### config.mk
export PLATFORM = sky130hd
export DESIGN_NAME = cgl_cell
export DESIGN_NICKNAME = d
export VERILOG_FILES = /design/src/rtl/cgl_pkg.sv /design/src/rtl/cgl_cell.sv
export SDC_FILE = /design/constraint.sdc
export NUM_CORES = 1
export LEC_CHECK = 0
export ABC_AREA = 1
export BUFFER_PORTS_ARGS = -buffer_cell sky130_fd_sc_hd__buf_4
export CAP_MARGIN = 0
export CORE_ASPECT_RATIO = 0.9
export CORE_UTILIZATION = 45
export DETAILED_ROUTE_END_ITERATION = 8
export PLACE_DENSITY = 0.78
export SYNTH_ARGS = -nofsm -noshare
export SYNTH_HDL_FRONTEND = slang
export SYNTH_SLANG_ARGS = --single-unit
### constraint.sdc
create_clock -name clk -period 2.5 [get_ports clk]
set_clock_uncertainty 0.15 [all_clocks]
set_input_delay 0.25 -clock clk [delete_from_list [all_inputs] [get_ports clk]]
set_output_delay 0.25 -clock clk [all_outputs]
set_load 0.005 [all_outputs]
### src/rtl/cgl_pkg.sv
// shared types and constants for the glyph lookup block
package cgl_pkg;
  localparam int MaxSegments = 256;
  localparam int GlyphWords = 1024;
  localparam int SegIdxW = $clog2(MaxSegments);
  localparam int SegCntW = SegIdxW + 1;
  localparam int GlyphIdxW = $clog2(GlyphWords);
  localparam int CodeW = 21;

  localparam logic [1:0] CMD_LOAD_SEG = 2'd0;
  localparam logic [1:0] CMD_LOAD_GLYPH = 2'd1;
  localparam logic [1:0] CMD_LOOKUP = 2'd2;

  localparam logic [1:0] FMT_SEG4 = 2'd1;
  localparam logic [1:0] FMT_SEG12 = 2'd2;

  localparam logic [1:0] ST_OK = 2'd0;
  localparam logic [1:0] ST_NOT_FOUND = 2'd1;
  localparam logic [1:0] ST_UNSUPPORTED = 2'd2;
  localparam logic [1:0] ST_RANGE = 2'd3;

  localparam logic [1:0] REG_FORMAT = 2'd0;
  localparam logic [1:0] REG_COUNT = 2'd1;

  typedef struct packed {
    logic [CodeW-1:0] lo_code;
    logic [CodeW-1:0] hi_code;
    logic [15:0] seg_value;
    logic [15:0] range_offset;
  } seg_t;

  // token travelling down the cell chain
  typedef struct packed {
    logic vld;
    logic done;
    logic hit;
    logic [SegIdxW-1:0] seg;
    seg_t seg_data;
  } tok_t;
endpackage

### src/rtl/cgl_cell.sv
// one segment cell: holds a segment and checks the passing token
module cgl_cell (
  input  logic clk,
  input  logic rst_n,
  input  logic wr_en,
  input  cgl_pkg::seg_t wr_data,
  input  logic [cgl_pkg::SegIdxW-1:0] my_idx,
  input  logic [cgl_pkg::SegCntW-1:0] live_cnt,
  input  logic fmt4,
  input  logic [cgl_pkg::CodeW-1:0] code,
  input  cgl_pkg::tok_t tok_in,
  output cgl_pkg::tok_t tok_out
);
  cgl_pkg::seg_t seg_r;
  cgl_pkg::tok_t tok_nxt;
  logic active;
  logic inside_rng;

  always_ff @(posedge clk) begin
    if (wr_en) begin
      seg_r <= wr_data;
    end
  end

  always_comb begin
    tok_nxt = tok_in;
    active = tok_in.vld && !tok_in.done && ({1'b0, my_idx} < live_cnt);
    inside_rng = (seg_r.lo_code <= code) && (seg_r.hi_code >= code);
    if (active) begin
      if (fmt4 && seg_r.hi_code == 21'h00FFFF) begin
        tok_nxt.done = 1'b1;
      end else if (inside_rng) begin
        tok_nxt.done = 1'b1;
        tok_nxt.hit = 1'b1;
        tok_nxt.seg = my_idx;
        tok_nxt.seg_data = seg_r;
      end
    end
  end

  always_ff @(posedge clk) begin
    if (!rst_n) begin
      tok_out <= '0;
    end else begin
      tok_out <= tok_nxt;
    end
  end
endmodule

==> metrics list, run 1 <==
* Outcome: finished, final reports clean
* Sequential element share of the synthesized area: 54.4%
* Syn avg cell area: 8.32 um2
- Wire length on met1: 9560 um
- Number of iterations in the first detailed-routing pass: 5
- CP top delay family: buffers and inverters
* Most instantiated cells after synthesis: sky130_fd_sc_hd__nand2_1 (253), sky130_fd_sc_hd__nor2_1 (190), sky130_fd_sc_hd__inv_1 (148)
- IR analysis of the VDD net gives a maximum drop of 0.497 mV.
* Leading area contributor after synthesis: sky130_fd_sc_hd__edfxtp_1
* Path class of the lowest-slack min-delay path: in -> reg
* Post-route setup TNS: 0 ps
- For the pin with the worst max-slew slack, the measured transition is 477 ps.
- Post-route minimum period: 2460 ps
- Number of nets in the final layout: 1577
- The tree built by TritonCTS fans out to 159 sinks.
* Arrival @ worst endpoint: 2610 ps
- The longest clock path from root to sink contains 2 buffers.
- Clock edge transition at the registers on the reported setup and hold paths: 80 ps
- During I/O placement, the number of pins put on the boundary was 286.
- Relative to the synthesized area, the layout overhead comes to 68.5%.
- Number of instances on the worst hold path: 5
- Launching instance or port of the critical path: my_idx[4]
- The die covers 16500 um2.
* CP Buf/Inv Count: 4
- Maximum number of pins on one net before global-route repair: 68
- Number of antenna violations at the first check in global routing: 1
- Global routing consumed, over all layers together, 28.5% of the routing resources.
* First-pass GRT wire length: 35500 um
* Routability Congestion: 0.899
- Endpoint type of the worst setup path: register
- After detailed routing, the met3 layer carries 1710 um of wire.
- Highest layer used for signal routing: met4
- Counting flops with a built-in enable in the synthesized netlist gives 74.
* Distinct cell type count of the synthesized netlist: 25
* Mapped Cells: 866
- For the worst-skew pair, the clock arrives at the later sink with an insertion delay of 430 ps.
- On the worst path, the slowest cell contributes a delay of 540 ps.
- Primary FF master, synth: sky130_fd_sc_hd__dfxtp_1
- The H-tree was split into 4 levels.
* Worst Reg-to-Reg Cells: 13
* Worst EP required: 2650 ps
* Yosys warning count: 0
- STA classifies the critical path startpoint as an input pin.
* Worst r2r src: seg_r[73]
* Clock tree root driver cell: sky130_fd_sc_hd__clkbuf_16
- TritonCTS built the clock tree.
- The cell area that synthesis handed to floorplanning was 7210 um2.
- Final hold violation count: 0
- Leading cell types by total area after synthesis: sky130_fd_sc_hd__edfxtp_1 (31%), sky130_fd_sc_hd__dfxtp_1 (24%), sky130_fd_sc_hd__nand2_1 (13%)
* Synthesized net count: 1116
- Initial Util: 46.4%
* DR WL met2: 13700 um
* Leakage power summed over all cells: 6.43 nW
* Die Wd: 135 um
* Total power: 7.01 mW
- Levels on crit path: 13
- The max-slew violation count was 0.
- Number of global-route vias before repair: 7388
- Remaining design rule violation count: 0
* Number of buffers inserted during clock tree synthesis: 17
* Port Buffer Count: 285
- The die is 122 um tall.
* Routed wire length: 26100 um
- Hold Path Origin: tok_in[32]
- Once layout is complete, the utilization of the core stands at 78.1%.
- In this run the worst path has a maximum fanout of 8.
* Power density relative to cell area: 577 nW/um2
- Across the run, the number of max-cap violations was 0.
* Core area: 15500 um2
- In this run the remaining antenna-violating nets after routing total 0.
* Post-synth ARST share: 0%
- List of cells traversed by the critical path: dlygate4sd3_1, buf_4, ha_4, a21oi_1, nand2_1, nand2_1, nand4_1, nor2_2, nand3_4, buf_6, clkbuf_16, nor2_1, nor2_1
* Remaining Overflow, GRT: 0
- Peak Freq: 407 MHz
- FP Rows: 43
* Slowest-stage cell, CP: sky130_fd_sc_hd__dlygate4sd3_1
- After the first detailed-routing iteration, the DRC count stood at 391.
* Proportion of layout cells with a drive suffix above 1: 27.3%
* Kind of critical path: in -> reg
- The worst path uses 98.4% of the clock period.
- Synth top area share: 30.8%
* Most frequent cell after synthesis: sky130_fd_sc_hd__nand2_1
- Dividing the detail-routed wire length by the instance count gives 16.9 um.
- Summed over all nets, the half-perimeter wirelength after detailed placement is 13800 um.
- Synthesis inferred 159 register bits.
- Worst slew margin relative to its limit: 68.2%
* Via count of the routed design: 7477
- Setup violations remaining at the end of the flow were counted as 0.
* Number of vias per cell: 4.85
worst min-delay path: stages:
cell and delay [ps]:
sky130_fd_sc_hd__buf_4 80, sky130_fd_sc_hd__inv_1 30, sky130_fd_sc_hd__nand2_1 60, sky130_fd_sc_hd__nand2_1 50, sky130_fd_sc_hd__nor2_1 80
what timing repair did:
action	4_1_cts	5_1_grt
hold buffers	165	0
resized for setup	0	29
endpoints found under the hold margin	157	0
setup endpoints to repair	0	82
buffers inserted	0	4
final timing paths:
path	endpoint	slack, ps
min	tok_out[32]	1
min reg2reg	tok_out[23]	320
max reg2reg	tok_out[70]	70
max	tok_out[81]	40
where the power goes:
part	internal [mW]	switching (mW)
clock	1.50	1.17
combinational	0.723	0.583
sequential	2.93	0.0933
total	5.16	1.85
metrics by stage:
| step | setup WS [ps] | cell area, um2 | hold slack, ps | std cells |
|---|---|---|---|---|
| 4_1_cts | 98.6 | 11700 | 5.54 | 1529 |
| 2_1_floorplan | 500 | 7210 | 193 | 866 |
| 3_3_place_gp | 151 | 9500 | 278 | 1332 |
| 3_5_place_dp | 118 | 9500 | 279 | 1332 |
| 5_1_grt | -53.5 | 12100 | 50.5 | 1543 |
| 6_report | 40.8 | 12100 | 1.37 | 1543 |
registers in the layout, summed over array words and instances, names as in the netlist:
register and cells:
tok_out 85, seg_r 74
layout by cell type (no fill, tap or decap), types with 4 or more instances in the layout:
cell,netlist,routed
sky130_fd_sc_hd__a21oi_1,15,14
sky130_fd_sc_hd__buf_4,4,287
sky130_fd_sc_hd__buf_6,8,4
sky130_fd_sc_hd__clkbuf_16,0,24
sky130_fd_sc_hd__dfxtp_1,85,85
sky130_fd_sc_hd__dlygate4sd3_1,0,165
sky130_fd_sc_hd__edfxtp_1,74,74
sky130_fd_sc_hd__ha_1,49,43
sky130_fd_sc_hd__ha_4,0,6
sky130_fd_sc_hd__inv_1,148,147
sky130_fd_sc_hd__inv_6,0,6
sky130_fd_sc_hd__nand2_1,253,247
sky130_fd_sc_hd__nand2_2,3,9
sky130_fd_sc_hd__nand3_1,4,4
sky130_fd_sc_hd__nand4_1,6,6
sky130_fd_sc_hd__nor2_1,190,183
sky130_fd_sc_hd__nor2_2,2,9
cell type report:
class                           instances  area (um2)
Timing Repair Buffer                  469        4170
Sequential cell                       159        3920
Fill cell                             936        3400
Multi-Input combinational cell        532        2650
Inverter                              148         556
Clock buffer                           17         425
Tap cell                              202         253
Clock inverter                         15         171
Antenna cell                            1        2.50
layer usage:
| metal | GRT usage (%) | vias to the layer above |
|---|---|---|
| met1 | 28.4 | 3460 |
| li1 | - | 3540 |
| met3 | 7.24 | 96 |
| met4 | 14.9 | 0 |
| met2 | 54.0 | 381 |
| met5 | 0 | - |
cells by family (layout without fill, tap and decap cells):
logic type	after synthesis	in the layout	share of synthesized area, %
buf+inv	175	649	10.5
fa+ha+maj	49	49	8.51
simple gates	463	463	25.0
compound gates	20	20	1.53
flops	159	159	54.4
other cells	0	1	0
Power figures use the tool's default switching activity.
==> run 2: changes to the inputs <==
- BUFFER_PORTS_ARGS: -buffer_cell sky130_fd_sc_hd__buf_4 -> -buffer_cell sky130_fd_sc_hd__buf_2
- GPL_ROUTABILITY_DRIVEN: unset -> 0
==> metrics list, run 2 (synthesis gave the netlist of run 1 again) <==
* Outcome: finished, final reports clean
- Number of buffers inserted during clock tree synthesis: 17
- Clock latency on the worst-skew pair: 430 ps
* Die Wd: 135 um
- Number of nets in the final layout: 1574
- The HPWL after detailed placement is 13500 um.
- Setup slack of the most critical reg-to-reg path: 30 ps
- TritonCTS built the clock tree.
- The first global-routing pass estimated 34500 um of wire.
- Period utilisation layout: 99.5%
* Post-route minimum period: 2490 ps
- The max-slew violation count was 0.
- In the final layout, the share of cells above drive strength 1 is 27.0%.
- In this run the deepest clock path goes through 2 buffers.
- FF/Latch Area: 3920 um2
- In the final routed layout, each cell accounts on average for 15.8 um.
- Maximum capacitance violations: 0
- Leading registers by flop count: tok_out: 85 flops, seg_r: 74 flops
- The routed design has 24300 um of wire.
* CTS H-tree lvls: 4
* Via count of the routed design: 7279
- Sink of the worst hold path: tok_out[38]
- After detailed routing, the number of vias per cell comes to 4.73.
- In the routed design, unresolved DRC markers number 0.
* Num ports: 286
- The floorplan has 43 rows.
- STA puts the critical path data required time at 2710 ps.
- The initial antenna violation count is 0.
* Maximum fanout along the worst path: 31
- The multi-input combinational cells in the finished layout cover a total of 2650 um2.
* Worst r2r src: seg_r[73]
- Clock edge transition at the registers on the reported setup and hold paths: 70 ps
* Worst Reg-to-Reg Cells: 13
- Pin slew with the least headroom to its limit: 451 ps
- Leakage power summed over all cells: 6.15 nW
- Hold is met by 17.7 ps.
* Clk sinks: 159
* Slowest-stage cell, CP: sky130_fd_sc_hd__dlygate4sd3_1
- Peak Freq: 402 MHz
- The worst-case IR drop observed on VDD is 0.475 mV.
- Arrival @ worst endpoint: 2700 ps
- Number of global-route vias before repair: 7319
- Endpoint type of the worst setup path: register
* Maximum single-stage delay on the critical path: 550 ps
* Core area: 15500 um2
- DIE AREA: 16500 um2
- The die is 122 um tall.
* Hold Path Origin: tok_in[38]
* Number of iterations in the first detailed-routing pass: 5
* Core utilization of the finished layout: 72.5%
- Most common cell after layout, fill and taps aside: sky130_fd_sc_hd__buf_2
- Capture instance of the worst register-to-register path: tok_out[14]
- Power density relative to cell area: 593 nW/um2
- Initial Util: 46.4%
- tok_out holds more flip-flops than any other register.
* CP Buf/Inv Count: 5
* Maximum number of pins on one net before global-route repair: 63
- The cell sitting at the root of the clock tree is a sky130_fd_sc_hd__clkbuf_16.
- The most numerous cell type found on the critical path is sky130_fd_sc_hd__nand2_1.
- Area Growth Syn to Fin: 56.5%
* Number of diodes added for antenna fixing: 0
- The critical path is of the in -> reg type.
- The count of buffers added on input and output ports is 285.
- The worst setup path is launched from an input pin.
- Final hold violation count: 0
- CP top delay family: buffers and inverters
- The total overflow left after global routing is 0.
- Path class of the lowest-slack min-delay path: in -> reg
- List of cells traversed by the critical path: dlygate4sd3_1, buf_2, ha_4, nand2_2, inv_1, nand2_1, nand2_1, nand2_1, nand4_1, nor2_2, nand3_4, buf_12, clkbuf_16, nand2_1, nand2_1, nor2_1
- Aggregate global-route resource usage: 27.6%
- Fill cell count: 1023
- The worst pin sits at a relative slew slack of 69.9%.
* First DRT Iteration DRCs: 465
- Setup violations remaining at the end of the flow were counted as 0.
* Flip-flop count of the largest register, all copies and words added: 85
- Once detail routing completed, the nets flagged for antenna violations numbered 0.
* Commonest cells after routing, fill and taps aside: sky130_fd_sc_hd__buf_2 (283), sky130_fd_sc_hd__nand2_1 (250), sky130_fd_sc_hd__nor2_1 (186)
* Number of instances on the worst hold path: 5
## run 2: changes by cell type in the layout (fill, tap and decap cells not counted), sizes merged
cell	before	now
diode	1	0
buf	297	301
bufinv	2	0
inv	156	160
clkinv	2	0
clkbuf	24	19
dlygate4sd3	165	163
## run 2: worst register-to-register path, stage by stage, from the launching register on
cell,delay (ps)
sky130_fd_sc_hd__edfxtp_1,460
sky130_fd_sc_hd__ha_4,320
sky130_fd_sc_hd__nand2_2,70
sky130_fd_sc_hd__nor2_4,130
sky130_fd_sc_hd__nand2_2,100
sky130_fd_sc_hd__nor2_2,140
sky130_fd_sc_hd__nand4_1,140
sky130_fd_sc_hd__nand2_2,170
sky130_fd_sc_hd__nand3_4,110
sky130_fd_sc_hd__buf_12,170
sky130_fd_sc_hd__clkbuf_16,210
sky130_fd_sc_hd__nand2_1,90
sky130_fd_sc_hd__nand2_1,50
sky130_fd_sc_hd__nor2_1,110
## run 2: timing repair
action                                  4_1_cts  5_1_grt
endpoints found under the hold margin       156        0
gates resized for setup                       0       30
buffers inserted                              0        8
endpoints found under the setup margin        0       82
hold buffers                                163        0
## run 2: power breakdown
group | switching, mW | leakage [nW] | internal (mW) | total [mW]
clock | 1.20 | 0.273 | 1.33 | 2.53
combinational | 0.556 | 4.45 | 0.577 | 1.13
sequential | 0.0881 | 1.43 | 2.93 | 3.02
total | 1.85 | 6.15 | 4.84 | 6.68
## run 2: cell type report
class / instances / area share [%]
multi-input cells: 532 / 23.5
flip-flops and latches: 159 / 34.8
clock inverters: 15 / 1.26
inverters: 148 / 4.93
well taps: 202 / 2.24
repair buffers: 466 / 29.5
clock buffers: 17 / 3.77
## run 2: worst max path at each step
stage          startpoint     endpoint  slack [ps]  cells past startpoint
3_3_place_gp     code[20]  tok_out[37]          80                     14
3_5_place_dp    seg_r[73]  tok_out[68]          60                     13
6_report        my_idx[4]  tok_out[14]          10                     16
2_1_floorplan   seg_r[52]  tok_out[52]         500                     12
5_1_grt         my_idx[4]  tok_out[21]         -90                     16
4_1_cts         seg_r[73]  tok_out[68]          40                     13
## run 2: stage by stage
stage	total power [mW]	setup WS, ps	instance area, um2	setup TNS, ps	std cells
final	6.68	13.1	11300	0	1539
after global routing	6.94	-90.0	11300	-2000	1539
after CTS	6.57	39.7	11000	0	1530
after detailed placement	3.88	55.1	8790	0	1335
after global placement	3.85	81.8	8790	0	1335
after floorplan	3.48	500	7210	0	866
## run 2: per-layer routing
metal	routed length [um]	global-route usage (%)	vias up
met2	12700	51.5	340
met5	0	0	-
li1	-	-	3527
met1	9050	27.6	3318
met3	1580	7.49	94
met4	968	15.1	0
